**config.mk**
```make
export PLATFORM = sky130hd
export DESIGN_NAME = scan_zone_obstacle_steering_core
export DESIGN_NICKNAME = d
export VERILOG_FILES = /design/src/rtl/szos_pkg.sv /design/src/rtl/szos_front.sv /design/src/rtl/szos_queue.sv /design/src/rtl/szos_back.sv /design/src/rtl/scan_zone_obstacle_steering_core.sv
export SDC_FILE = /design/constraint.sdc
export NUM_CORES = 1
export LEC_CHECK = 0
export BUFFER_PORTS_ARGS = -buffer_cell sky130_fd_sc_hd__buf_4
export CORE_MARGIN = 1.5
export CORE_UTILIZATION = 65
export CTS_CLUSTER_DIAMETER = 30
export DETAILED_ROUTE_END_ITERATION = 6
export PLACE_DENSITY = 0.79
export SYNTH_ARGS = -nofsm -noshare
export SYNTH_HDL_FRONTEND = slang
export SYNTH_SLANG_ARGS = --single-unit
```
**constraint.sdc**
```tcl
create_clock -name clk -period 13.5 [get_ports clk]
set_clock_uncertainty 0.15 [all_clocks]
set_input_delay 1.35 -clock clk [delete_from_list [all_inputs] [get_ports clk]]
set_output_delay 1.35 -clock clk [all_outputs]
set_load 0.02 [all_outputs]
```
**src/rtl/szos_pkg.sv**
```systemverilog
package szos_pkg;

  localparam int ZONES      = 5;
  localparam int RANGE_W    = 16;
  localparam int MODE_W     = 3;
  localparam int SPEED_W    = 16;
  localparam int NUM_RAYS_W = 13;
  localparam int CFG_IDX_W  = 3;
  localparam int CFG_DATA_W = 16;
  localparam int MIN_RAYS   = 5;

  typedef logic [RANGE_W-1:0]        range_t;
  typedef logic [MODE_W-1:0]         mode_t;
  typedef logic signed [SPEED_W-1:0] speed_t;

  // register indexes
  localparam logic [CFG_IDX_W-1:0] CFG_NUM_RAYS      = 3'd0;
  localparam logic [CFG_IDX_W-1:0] CFG_MAX_RANGE     = 3'd1;
  localparam logic [CFG_IDX_W-1:0] CFG_SAFE_DIST     = 3'd2;
  localparam logic [CFG_IDX_W-1:0] CFG_REVERSE_ORDER = 3'd3;
  localparam logic [CFG_IDX_W-1:0] CFG_LINEAR_SPEED  = 3'd4;
  localparam logic [CFG_IDX_W-1:0] CFG_ANGULAR_SPEED = 3'd5;

  // register reset values
  localparam logic [NUM_RAYS_W-1:0] NUM_RAYS_RST  = 13'd360;
  localparam range_t                MAX_RANGE_RST = 16'd65535;
  localparam range_t                SAFETY_RST    = 16'd500;
  localparam logic                  REVERSE_RST   = 1'b1;
  localparam speed_t                LIN_SPEED_RST = 16'sd300;
  localparam speed_t                ANG_SPEED_RST = 16'sd200;

  localparam speed_t SPEED_MIN = 16'sh8000;
  localparam speed_t SPEED_MAX = 16'sh7fff;

  // drive modes
  localparam mode_t MODE_SEEK     = 3'd0;
  localparam mode_t MODE_LEFT     = 3'd1;
  localparam mode_t MODE_STRAIGHT = 3'd2;
  localparam mode_t MODE_SLOW     = 3'd3;
  localparam mode_t MODE_REVERSE  = 3'd4;

  // blocked-zone pattern (bit k = zone k blocked) to drive mode
  localparam mode_t MODE_TABLE [32] = '{
    MODE_SEEK,     MODE_STRAIGHT, MODE_LEFT,     MODE_LEFT,
    MODE_LEFT,     MODE_LEFT,     MODE_LEFT,     MODE_LEFT,
    MODE_SEEK,     MODE_SLOW,     MODE_SLOW,     MODE_SLOW,
    MODE_LEFT,     MODE_LEFT,     MODE_LEFT,     MODE_LEFT,
    MODE_SEEK,     MODE_SLOW,     MODE_SLOW,     MODE_LEFT,
    MODE_SEEK,     MODE_LEFT,     MODE_SEEK,     MODE_LEFT,
    MODE_SEEK,     MODE_SEEK,     MODE_SLOW,     MODE_SLOW,
    MODE_LEFT,     MODE_SEEK,     MODE_LEFT,     MODE_REVERSE
  };

  // classified tick handed from front to back
  typedef struct packed {
    logic             tie;
    logic [ZONES-1:0] blocked;
  } tick_t;

  localparam int Q_DEPTH = 2;
  localparam int Q_PTR_W = 1;

endpackage

```
**src/rtl/szos_front.sv**
```systemverilog
module szos_front #(
  parameter int MAX_RAYS = 4096
) (
  input  logic                         clk,
  input  logic                         rst_n,
  input  logic                         in_acc,
  input  logic                         in_cmd,
  input  szos_pkg::range_t             in_range_sample,
  input  logic [$clog2(MAX_RAYS+1)-1:0] eff_n,
  input  szos_pkg::range_t             max_range,
  input  szos_pkg::range_t             safe_dist,
  input  logic                         reverse_order,
  output logic                         tick_push,
  output szos_pkg::tick_t              tick_data
);

  localparam int N_W   = $clog2(MAX_RAYS+1);
  localparam int CNT_W = $clog2(MAX_RAYS);
  localparam int P_W   = N_W + 3;
  localparam int Z     = szos_pkg::ZONES;

  logic [CNT_W-1:0] ray_cnt_r, ray_cnt_nxt;
  logic [P_W-1:0]   c5_r, c5_nxt;      // 5 * (ray_cnt + 1)
  logic             seen_r, seen_nxt;
  szos_pkg::range_t work_min_r [Z];
  szos_pkg::range_t work_min_nxt [Z];
  szos_pkg::range_t work_upd [Z];
  szos_pkg::range_t latch_min_r [Z];
  szos_pkg::range_t latch_min_nxt [Z];

  logic [P_W-1:0] bound [Z-1];   // n * (j+1)
  logic [Z-2:0]   past_bound;
  logic [Z-1:0]   zone_sel;
  logic           sample_acc;
  logic           scan_end;

  // sample i is in zone >= k when 5*(i+1) > n*k
  always_comb begin
    for (int j = 0; j < Z-1; j++) begin
      bound[j]      = P_W'(eff_n) * P_W'(j + 1);
      past_bound[j] = c5_r > bound[j];
    end
    for (int k = 0; k < Z; k++) begin
      if (k == 0) begin
        zone_sel[k] = !past_bound[0];
      end else if (k == Z-1) begin
        zone_sel[k] = past_bound[Z-2];
      end else begin
        zone_sel[k] = past_bound[k-1] & !past_bound[k];
      end
    end
  end

  assign sample_acc = in_acc & !in_cmd;
  assign scan_end   = ((N_W+1)'(ray_cnt_r) + (N_W+1)'(1)) >= (N_W+1)'(eff_n);

  always_comb begin
    ray_cnt_nxt = ray_cnt_r;
    c5_nxt      = c5_r;
    seen_nxt    = seen_r;
    for (int k = 0; k < Z; k++) begin
      work_upd[k]      = work_min_r[k];
      work_min_nxt[k]  = work_min_r[k];
      latch_min_nxt[k] = latch_min_r[k];
    end
    if (sample_acc) begin
      for (int k = 0; k < Z; k++) begin
        if (zone_sel[k] && (in_range_sample < work_min_r[k])) begin
          work_upd[k] = in_range_sample;
        end
        work_min_nxt[k] = work_upd[k];
      end
      if (scan_end) begin
        for (int k = 0; k < Z; k++) begin
          latch_min_nxt[k] = reverse_order ? work_upd[Z-1-k] : work_upd[k];
          work_min_nxt[k]  = max_range;
        end
        ray_cnt_nxt = '0;
        c5_nxt      = P_W'(Z);
        seen_nxt    = 1'b1;
      end else begin
        ray_cnt_nxt = ray_cnt_r + CNT_W'(1);
        c5_nxt      = c5_r + P_W'(Z);
      end
    end
  end

  always_ff @(posedge clk) begin
    if (!rst_n) begin
      ray_cnt_r <= '0;
      c5_r      <= P_W'(Z);
      seen_r    <= 1'b0;
      for (int k = 0; k < Z; k++) begin
        work_min_r[k]  <= szos_pkg::MAX_RANGE_RST;
        latch_min_r[k] <= szos_pkg::MAX_RANGE_RST;
      end
    end else begin
      ray_cnt_r <= ray_cnt_nxt;
      c5_r      <= c5_nxt;
      seen_r    <= seen_nxt;
      for (int k = 0; k < Z; k++) begin
        work_min_r[k]  <= work_min_nxt[k];
        latch_min_r[k] <= latch_min_nxt[k];
      end
    end
  end

  // tick classification against the latched scan
  always_comb begin
    tick_data.tie = 1'b0;
    for (int k = 0; k < Z; k++) begin
      tick_data.blocked[k] = latch_min_r[k] < safe_dist;
      if (latch_min_r[k] == safe_dist) begin
        tick_data.tie = 1'b1;
      end
    end
  end

  assign tick_push = in_acc & in_cmd & seen_r;

endmodule

```
**src/rtl/szos_queue.sv**
```systemverilog
module szos_queue (
  input  logic            clk,
  input  logic            rst_n,
  input  logic            push,
  input  szos_pkg::tick_t din,
  output logic            full,
  input  logic            pop,
  output logic            not_empty,
  output szos_pkg::tick_t dout
);

  localparam int D = szos_pkg::Q_DEPTH;
  localparam int W = szos_pkg::Q_PTR_W;

  szos_pkg::tick_t mem [D];
  logic [W-1:0]    wr_ptr_r, wr_ptr_nxt;
  logic [W-1:0]    rd_ptr_r, rd_ptr_nxt;
  logic [W:0]      cnt_r, cnt_nxt;

  assign full      = cnt_r == (W+1)'(D);
  assign not_empty = cnt_r != '0;
  assign dout      = mem[rd_ptr_r];

  always_comb begin
    wr_ptr_nxt = wr_ptr_r;
    rd_ptr_nxt = rd_ptr_r;
    cnt_nxt    = cnt_r;
    if (push) begin
      wr_ptr_nxt = (wr_ptr_r == W'(D-1)) ? '0 : wr_ptr_r + W'(1);
    end
    if (pop) begin
      rd_ptr_nxt = (rd_ptr_r == W'(D-1)) ? '0 : rd_ptr_r + W'(1);
    end
    if (push && !pop) begin
      cnt_nxt = cnt_r + (W+1)'(1);
    end else if (pop && !push) begin
      cnt_nxt = cnt_r - (W+1)'(1);
    end
  end

  always_ff @(posedge clk) begin
    if (!rst_n) begin
      wr_ptr_r <= '0;
      rd_ptr_r <= '0;
      cnt_r    <= '0;
    end else begin
      wr_ptr_r <= wr_ptr_nxt;
      rd_ptr_r <= rd_ptr_nxt;
      cnt_r    <= cnt_nxt;
    end
  end

  always_ff @(posedge clk) begin
    if (push) begin
      mem[wr_ptr_r] <= din;
    end
  end

endmodule

```
**src/rtl/szos_back.sv**
```systemverilog
module szos_back (
  input  logic             clk,
  input  logic             rst_n,
  input  logic             q_valid,
  input  szos_pkg::tick_t  q_data,
  output logic             q_pop,
  input  szos_pkg::speed_t linear_speed,
  input  szos_pkg::speed_t angular_speed,
  output logic             out_valid,
  input  logic             out_stall,
  output szos_pkg::mode_t  out_drive_mode,
  output szos_pkg::speed_t out_linear_velocity,
  output szos_pkg::speed_t out_angular_velocity
);

  logic             out_valid_r, out_valid_nxt;
  szos_pkg::mode_t  mode_r, mode_nxt;
  szos_pkg::speed_t lin_r, lin_nxt;
  szos_pkg::speed_t ang_r, ang_nxt;
  szos_pkg::speed_t lin_neg;
  logic             load;

  assign load  = q_valid & (!out_valid_r | !out_stall);
  assign q_pop = load;

  // negation saturates at the most negative speed
  assign lin_neg = (linear_speed == szos_pkg::SPEED_MIN) ? szos_pkg::SPEED_MAX : -linear_speed;

  always_comb begin
    out_valid_nxt = out_valid_r & out_stall;
    mode_nxt      = mode_r;
    lin_nxt       = lin_r;
    ang_nxt       = ang_r;
    if (load) begin
      out_valid_nxt = 1'b1;
      if (!q_data.tie) begin
        mode_nxt = szos_pkg::MODE_TABLE[q_data.blocked];
      end
      case (mode_nxt)
        szos_pkg::MODE_LEFT: begin
          lin_nxt = '0;
          ang_nxt = angular_speed;
        end
        szos_pkg::MODE_REVERSE: begin
          lin_nxt = lin_neg;
          ang_nxt = angular_speed;
        end
        default: begin
          lin_nxt = linear_speed;
          ang_nxt = '0;
        end
      endcase
    end
  end

  always_ff @(posedge clk) begin
    if (!rst_n) begin
      out_valid_r <= 1'b0;
      mode_r      <= szos_pkg::MODE_SEEK;
    end else begin
      out_valid_r <= out_valid_nxt;
      mode_r      <= mode_nxt;
    end
  end

  always_ff @(posedge clk) begin
    lin_r <= lin_nxt;
    ang_r <= ang_nxt;
  end

  assign out_valid            = out_valid_r;
  assign out_drive_mode       = mode_r;
  assign out_linear_velocity  = lin_r;
  assign out_angular_velocity = ang_r;

endmodule

```
**src/rtl/scan_zone_obstacle_steering_core.sv**
```systemverilog
// Throughput: one transaction per cycle on the input, samples and ticks alike, while the
//   tick queue is not full; the two-entry tick queue and the output register let each
//   side stall on its own. An accepted tick goes through the queue to the output register.
// Samples give no result; a tick before the first full scan gives none either.
// Reset (rst_n low, synchronous): settings return to their defaults, zone minima to
//   65535, ray counter to 0, no scan seen, drive mode seek, queue and output empty.
module scan_zone_obstacle_steering_core #(
  parameter int MAX_RAYS = 4096
) (
  input  logic                                clk,
  input  logic                                rst_n,
  // sample / tick channel
  input  logic                                in_valid,
  output logic                                in_stall,
  input  logic                                in_cmd,
  input  szos_pkg::range_t                    in_range_sample,
  // steering result channel
  output logic                                out_valid,
  input  logic                                out_stall,
  output szos_pkg::mode_t                     out_drive_mode,
  output szos_pkg::speed_t                    out_linear_velocity,
  output szos_pkg::speed_t                    out_angular_velocity,
  // register writes
  input  logic                                cfg_valid,
  output logic                                cfg_ready,
  input  logic [szos_pkg::CFG_IDX_W-1:0]      cfg_index,
  input  logic [szos_pkg::CFG_DATA_W-1:0]     cfg_data
);

  localparam int N_W     = $clog2(MAX_RAYS+1);
  localparam int CLAMP_W = (N_W > szos_pkg::NUM_RAYS_W) ? N_W : szos_pkg::NUM_RAYS_W;

  // ---------------------------------------------------------------------------
  // Configuration registers. Writes are always taken.
  // ---------------------------------------------------------------------------
  logic [szos_pkg::NUM_RAYS_W-1:0] num_rays_r;
  szos_pkg::range_t                max_range_r;
  szos_pkg::range_t                safety_r;
  logic                            reverse_r;
  szos_pkg::speed_t                lin_speed_r;
  szos_pkg::speed_t                ang_speed_r;

  assign cfg_ready = 1'b1;

  always_ff @(posedge clk) begin
    if (!rst_n) begin
      num_rays_r  <= szos_pkg::NUM_RAYS_RST;
      max_range_r <= szos_pkg::MAX_RANGE_RST;
      safety_r    <= szos_pkg::SAFETY_RST;
      reverse_r   <= szos_pkg::REVERSE_RST;
      lin_speed_r <= szos_pkg::LIN_SPEED_RST;
      ang_speed_r <= szos_pkg::ANG_SPEED_RST;
    end else if (cfg_valid && cfg_ready) begin
      case (cfg_index)
        szos_pkg::CFG_NUM_RAYS:      num_rays_r  <= cfg_data[szos_pkg::NUM_RAYS_W-1:0];
        szos_pkg::CFG_MAX_RANGE:     max_range_r <= cfg_data;
        szos_pkg::CFG_SAFE_DIST:     safety_r    <= cfg_data;
        szos_pkg::CFG_REVERSE_ORDER: reverse_r   <= cfg_data[0];
        szos_pkg::CFG_LINEAR_SPEED:  lin_speed_r <= cfg_data;
        szos_pkg::CFG_ANGULAR_SPEED: ang_speed_r <= cfg_data;
        default: ;
      endcase
    end
  end

  // Effective ray count, clamped to [5, MAX_RAYS].
  logic [CLAMP_W-1:0] nr_ext;
  logic [CLAMP_W-1:0] nr_clamp;
  logic [N_W-1:0]     eff_n;

  assign nr_ext = CLAMP_W'(num_rays_r);

  always_comb begin
    if (nr_ext < CLAMP_W'(szos_pkg::MIN_RAYS)) begin
      nr_clamp = CLAMP_W'(szos_pkg::MIN_RAYS);
    end else if (nr_ext > CLAMP_W'(MAX_RAYS)) begin
      nr_clamp = CLAMP_W'(MAX_RAYS);
    end else begin
      nr_clamp = nr_ext;
    end
  end

  assign eff_n = N_W'(nr_clamp);

  // ---------------------------------------------------------------------------
  // Front: zone minima tracking and tick classification.
  // Back:  mode table, mode hold on ties, velocity selection, output register.
  // ---------------------------------------------------------------------------
  logic            in_acc;
  logic            tick_push;
  szos_pkg::tick_t tick_data;
  logic            q_full;
  logic            q_not_empty;
  logic            q_pop;
  szos_pkg::tick_t q_data;

  // Stall only when the tick queue is full.
  assign in_stall = q_full;
  assign in_acc   = in_valid & !in_stall;

  szos_front #(
    .MAX_RAYS(MAX_RAYS)
  ) u_front (
    .clk             (clk),
    .rst_n           (rst_n),
    .in_acc          (in_acc),
    .in_cmd          (in_cmd),
    .in_range_sample (in_range_sample),
    .eff_n           (eff_n),
    .max_range       (max_range_r),
    .safe_dist       (safety_r),
    .reverse_order   (reverse_r),
    .tick_push       (tick_push),
    .tick_data       (tick_data)
  );

  szos_queue u_queue (
    .clk       (clk),
    .rst_n     (rst_n),
    .push      (tick_push),
    .din       (tick_data),
    .full      (q_full),
    .pop       (q_pop),
    .not_empty (q_not_empty),
    .dout      (q_data)
  );

  szos_back u_back (
    .clk                  (clk),
    .rst_n                (rst_n),
    .q_valid              (q_not_empty),
    .q_data               (q_data),
    .q_pop                (q_pop),
    .linear_speed         (lin_speed_r),
    .angular_speed        (ang_speed_r),
    .out_valid            (out_valid),
    .out_stall            (out_stall),
    .out_drive_mode       (out_drive_mode),
    .out_linear_velocity  (out_linear_velocity),
    .out_angular_velocity (out_angular_velocity)
  );

endmodule

```
# ---- Yosys cells after proc, flatten, opt, wreduce, memory -nomap -nowiden
# Memories as Yosys holds them, arrays and structs flattened. A register that Yosys moved wholly into a read port is not among the register bits.
# Index checks and enable logic that the tools add are counted.
dict set report totals {
  regBits 147
  mem_bits_rw 172
  romBits 96
  in_bits 41
  out_inout_bits 38
  mem_count 4
}
# name words word_bits rd rd_ports_with_merged_regs wr line_no
set mem_list {}
lappend mem_list {{(no name shown)} 32 3 1 0 0 szos_back.sv:37} ;# mode_nxt = szos_pkg::MODE_TABLE[q_data.blocked];
lappend mem_list {u_front.latch_min_r 5 16 5 0 5 szos_front.sv:28} ;# szos_pkg::range_t latch_min_r [Z];
lappend mem_list {u_front.work_min_r 5 16 5 0 5 szos_front.sv:25} ;# szos_pkg::range_t work_min_r [Z];
lappend mem_list {u_queue.mem 2 6 1 1 1 szos_queue.sv:15} ;# szos_pkg::tick_t mem [D];
dict set report classes {
  add_sub_neg 8
  n_mul 1
  order_cmp 18
  eq_ne 14
  muxes 49
  n_bitwise 21
  reduce_logical 28
}
# op count
set op_table {}
lappend op_table {{2-to-1 mux 16 bit} 21}
lappend op_table {{2-to-1 mux 80 bit} 4}
lappend op_table {{< comparator 16 bit} 10}
lappend op_table {{== test 16 bit} 5}
lappend op_table {{> comparator 16 x 15 -> 1 bit} 2}
lappend op_table {{case mux 16 bit (2 select lines)} 1}
lappend op_table {{2-to-1 mux 13 bit} 2}
lappend op_table {{adder 16 x 3 -> 16 bit (second input constant)} 1}
lappend op_table {{== test 16 bit (second input constant)} 1}
lappend op_table {{> comparator 16 x 13 -> 1 bit} 1}
lappend op_table {{> comparator 16 x 14 -> 1 bit} 1}
lappend op_table {{negator 16 bit} 1}
lappend op_table {{multiplier 13 x 2 -> 15 bit (second input constant)} 1}
lappend op_table {{>= comparator 14 x 13 -> 1 bit} 1}
lappend op_table {{2-to-1 mux 1 bit} 14}
lappend op_table {{AND reduction 2 bit} 7}
lappend op_table {{adder 12 x 1 -> 13 bit (second input constant)} 1}
lappend op_table {{> comparator 13 bit (second input constant)} 1}
lappend op_table {{< comparator 13 x 3 -> 1 bit (second input constant)} 1}
lappend op_table {{adder 12 x 1 -> 12 bit (second input constant)} 1}
lappend op_table {{2-to-1 mux 12 bit} 1}
lappend op_table {{2-to-1 mux 3 bit} 4}
lappend op_table {{OR 1 bit} 11}
lappend op_table {{logical NOT 1 bit} 10}
lappend op_table {{other kinds (15)} 36}

# ---- Longest topological paths before layout
dict set report logic_depth {
  word_depth 12
  depth_mapped 26
}

# ---- By module
# A second synthesis with hierarchy kept.
dict set report hier_totals {
  hier_cells 2069
  area_unflattened_um2 19334.8
}
# module n_inst cells_per_inst area_per_inst_um2
set by_module_without_submodules {}
lappend by_module_without_submodules {szos_front 1 1474 13561.8}
lappend by_module_without_submodules {scan_zone_obstacle_steering_core 1 368 3065.4}
lappend by_module_without_submodules {szos_back 1 186 2054.5}
lappend by_module_without_submodules {szos_queue 1 41 653.1}

# ---- Worst setup path before layout
# No wires, ideal clock.
dict set report synth_timing {
  path_type {register -> register}
  from {reg num_rays_r (netlist bit nr_ext[6])}
  to {mem u_front.work_min_r[0][55] (netlist name)}
  setup_ps 122
  t_arrival_ps 5250
  required_ps 13228
  path_slack_ps 7978
  path_stages_with_launch 25
  synth_period_minus_slack_ps 5522
  cell_sequence {dfxtp_1 nor4_1 nand3_1 o211ai_1 inv_1 ha_1 fa_1 a21o_1 a21oi_1 o21ai_0 a31o_2 a41o_1 nor4_1 nor3_1 xnor2_1 ha_1 nand4b_4 nor4_2 a221o_1 o21ai_1 a2111oi_2 buf_4 o21ai_2 buf_6 a221o_1}
}
# item line_no
set synth_lines {}
lappend synth_lines {{from (decl)} scan_zone_obstacle_steering_core.sv:36} ;# logic [szos_pkg::NUM_RAYS_W-1:0] num_rays_r;
lappend synth_lines {{from (signal assigned)} scan_zone_obstacle_steering_core.sv:47} ;# num_rays_r <= szos_pkg::NUM_RAYS_RST;
lappend synth_lines {{from (signal assigned)} scan_zone_obstacle_steering_core.sv:55} ;# szos_pkg::CFG_NUM_RAYS: num_rays_r <= cfg_data[szos_pkg::NUM_RAYS_W-1:0];
lappend synth_lines {{to (decl)} szos_front.sv:25}

==> out/results.ini <==
[clocking]
cts_tree = yes
clkSlewWorstSetupHoldPaths_ps = 50
clock-sinks = 320
cts_max_level = 3
cts_setup_buffers = 0
clk_latency_ps = 600
cts_inserted_buffers = 68
hold_buffers = 0
cts_root_buf = clkbuf_16
cts_resized = 0
clk_path_buf_depth = 3

[routing]
drt-wirelength-per-cell_um = 22.2
vias = 17100
via_per_inst = 6.60
drc = 6
drtAntennaViolNets = 0
drt_iter0_drc = 2002
wirelength_mm = 57.6
drtPass1Iterations = 7

[die]
dieArea_sq_um = 31100
start_util = 0.660
die_w_um = 176
row_count = 63
die_h_um = 176
coreArea_sq_um = 29600
io_pins = 79

[hold_path]
hp-class = flip-flop to flip-flop

[synth]
synthesis.nets = 2393
synth_top_flop_cell = dfxtp_1
synth_edf_count = 44
ys_warn_count = 0
ys_ff_latch = 320
netlist_area_sq_um = 19600
async_flop_share = 0
syn_area_per_cell_sq_um = 9.28
netlist-cell-type-count = 82
ys_seq_area_frac = 0.350
synthCells = 2108

[pwr]
p_sw_uw = 982
power.internal_uw = 2350
leakage_uw = 0.0103
power_density_nw_per_um2 = 148
pwr-share-seq = 0.334
p_sw_frac = 0.294
pwr-share-comb = 0.162
max-vdd-ir-drop_uv = 112
clkPwrFrac = 0.504

[setup_path]
cp.required_ps = 13890
crit_path_start_kind = flip-flop
slowest_delay_ps = 770
crit_chain = nor4_1 > nand3_1 > o211ai_1 > inv_1 > ha_1 > fa_1 > a21o_1 > a21oi_1 > o21ai_0 > a31o_2 > a41o_1 > nor4_1 > nor3_1 > xnor2_1 > ha_1 > a21o_1 > a221o_1 > o21ai_1 > nor4b_4 > buf_4 > nor3b_2 > a221o_1
slowest_stage = nor3b_2
end_kind = flip-flop
critPathArrivalTime_ps = 7390
crit_type = flip-flop to flip-flop
path_max_fanout = 35

[finish]
drive_gt1_frac = 0.117
area_growth_pct = 15.4
final_util = 0.761
n_antenna_cell = 0
final_net_count = 2433
nFillCells = 2096

[grt]
grt_start_max_net_pins = 125
grt_overflow = 0
grt.total_usage = 0.368
grt_pass1_vias = 16300
grt_pass1_wl_mm = 89.2
antenna_found_initial = 0

[place]
portBuffers = 77
gp_congestion = 0.918
hpwl_mm = 39.1

[job]
max_cap_viol_count = 0

[timing]
timing.final.crit_share = 0.518
maxSlewHeadroom = 0.158
period_minus_slack_ps = 7000
finalMaxSlewViolations = 0
setup_tns_ps = 0
hold_viol = 0
setup_viol_count_final = 0
clock.fmax_mhz = 143
tightestPinTransition_ps = 1260
rsz0062_at_grt = no

[outcome]
status = finished, violations left
failed_checks = DRC

-- registers in the layout, summed over array words and instances (netlist names), 13 cells and up, named ones only --
register / count
u_back.out_linear_velocity: 16
lin_speed_r: 16
u_front.work_min_r: 80
u_front.latch_min_r: 80
max_range_r: 16
u_front.c5_r: 16
ang_speed_r: 16
safety_r: 16
nr_ext: 13
u_back.out_angular_velocity: 16
-- routing by layer --
metal | GRT usage | vias to the layer above | routed length, um
li1 | - | 7899 | -
met2 | 0.557 | 877 | 24900
met4 | 0.150 | 0 | 2140
met5 | 0 | - | 0
met1 | 0.496 | 8177 | 24200
met3 | 0.0982 | 150 | 6340
-- Yosys cell counts (16+ instances only) --
master	n	area share
a21boi_0	56	0.021
a21o_1	31	0.012
a21oi_1	75	0.019
a221o_1	83	0.042
a221oi_1	34	0.015
a22oi_1	35	0.013
and3_1	17	0.0054
and4b_1	16	0.0082
buf_2	29	0.0074
clkbuf_1	80	0.015
dfxtp_1	276	0.28
edfxtp_1	44	0.068
ha_1	243	0.16
inv_1	157	0.030
mux2i_1	51	0.026
nand2_1	210	0.040
nand3_1	43	0.011
nand4_1	32	0.010
nor2_1	78	0.015
nor2b_1	36	0.012
nor3_1	40	0.010
nor3b_1	51	0.020
nor4b_1	16	0.0072
o211ai_1	62	0.024
o21a_1	25	0.0096
o21ai_0	49	0.013
xnor2_1	19	0.0085
xor2_1	23	0.010
-- worst paths after layout --
kind | startpoint | end | slack [ps] | cells after the start
setup / recovery | nr_ext[6]$_SDFFE_PN1P_ | u_front.work_min_r[0][45]$_SDFFE_PN1P_ | 6500 | 22
hold reg to reg | safety_r[9]$_SDFFE_PN0P_ | safety_r[9]$_SDFFE_PN0P_ | 320 | 2
hold / removal | safety_r[9]$_SDFFE_PN0P_ | safety_r[9]$_SDFFE_PN0P_ | 320 | 2
setup reg to reg | nr_ext[6]$_SDFFE_PN1P_ | u_front.work_min_r[0][45]$_SDFFE_PN1P_ | 6500 | 22
-- power groups by stage --
stage / registers, uW / logic (uW) / clock network [uW]
5_1_grt: 1120 / 582 / 1730
2_1_floorplan: 1180 / 289 / 0
3_5_place_dp: 1130 / 530 / 0
3_3_place_gp: 1130 / 515 / 0
6_report: 1110 / 542 / 1680
4_1_cts: 1110 / 536 / 1690
-- logic make-up (layout without fill, tap and decap cells) --
family / Yosys count / count (layout) / synth area share
xor+xnor: 42 / 42 / 0.0188
compound gates: 528 / 528 / 0.202
simple gates: 616 / 616 / 0.169
other cells: 1 / 1 / 0.000192
flops: 320 / 320 / 0.350
buf+inv: 284 / 377 / 0.0614
mux: 73 / 73 / 0.0418
fa+ha+maj: 244 / 244 / 0.157
-- worst max-delay path: cells and delay by family, from the launching register on --
family / cells / cell delay (ps)
DFF: 1 / 320
adders and majority gates: 3 / 1020
buffers and inverters: 2 / 550
xor gates and xnor gates: 1 / 140
AOI/OAI and AO/OA: 10 / 2940
and+or+nand+nor: 6 / 1850
-- cell type report --
class / instances / area (sq um) / share of cell area
tap: 390 / 488 / 0.0216
clock inverter: 39 / 524 / 0.0232
inverter: 157 / 589 / 0.0261
sequential: 320 / 6850 / 0.303
timing repair buffer: 97 / 728 / 0.0323
clock buffer: 84 / 1830 / 0.0813
multi-input combinational: 1504 / 11600 / 0.512
-- per-stage QoR --
step	total power, uW	instance area [sq um]	hold WS (ps)	std cells	setup WS (ps)
after global routing	3440	22600	331	2591	6080
final	3340	22600	317	2591	6500
after floorplan	1470	19600	283	2108	7980
after global placement	1640	20200	296	2468	6840
after detailed placement	1660	20200	302	2468	6630
after CTS	3340	22600	315	2591	6620
-- cells in the final DEF (no fill, tap or decap), types with 8 or more instances in the layout --
master	instances
mux2_4	10
nand3_1	43
and2_1	15
o21a_1	25
o21ai_0	49
clkbuf_1	11
and3_1	17
mux2i_1	51
nand2b_1	12
a22oi_1	35
a2111oi_0	9
nor4b_1	16
a211oi_1	9
nand2_1	210
a21boi_0	56
inv_1	157
o21ai_1	14
nor2b_1	36
o211ai_1	62
and4b_1	16
xnor2_1	19
a221oi_1	34
buf_4	97
clkbuf_16	70
dfxtp_1	276
a21o_1	31
nor3b_1	51
a21oi_1	74
edfxtp_1	44
nand4_1	32
mux2_2	9
a211o_1	9
nor4_1	9
ha_1	243
clkinv_2	8
a221o_1	83
nor3_1	37
nor2_1	76
xor2_1	23
Note: power is estimated with default switching activity, not from simulation.
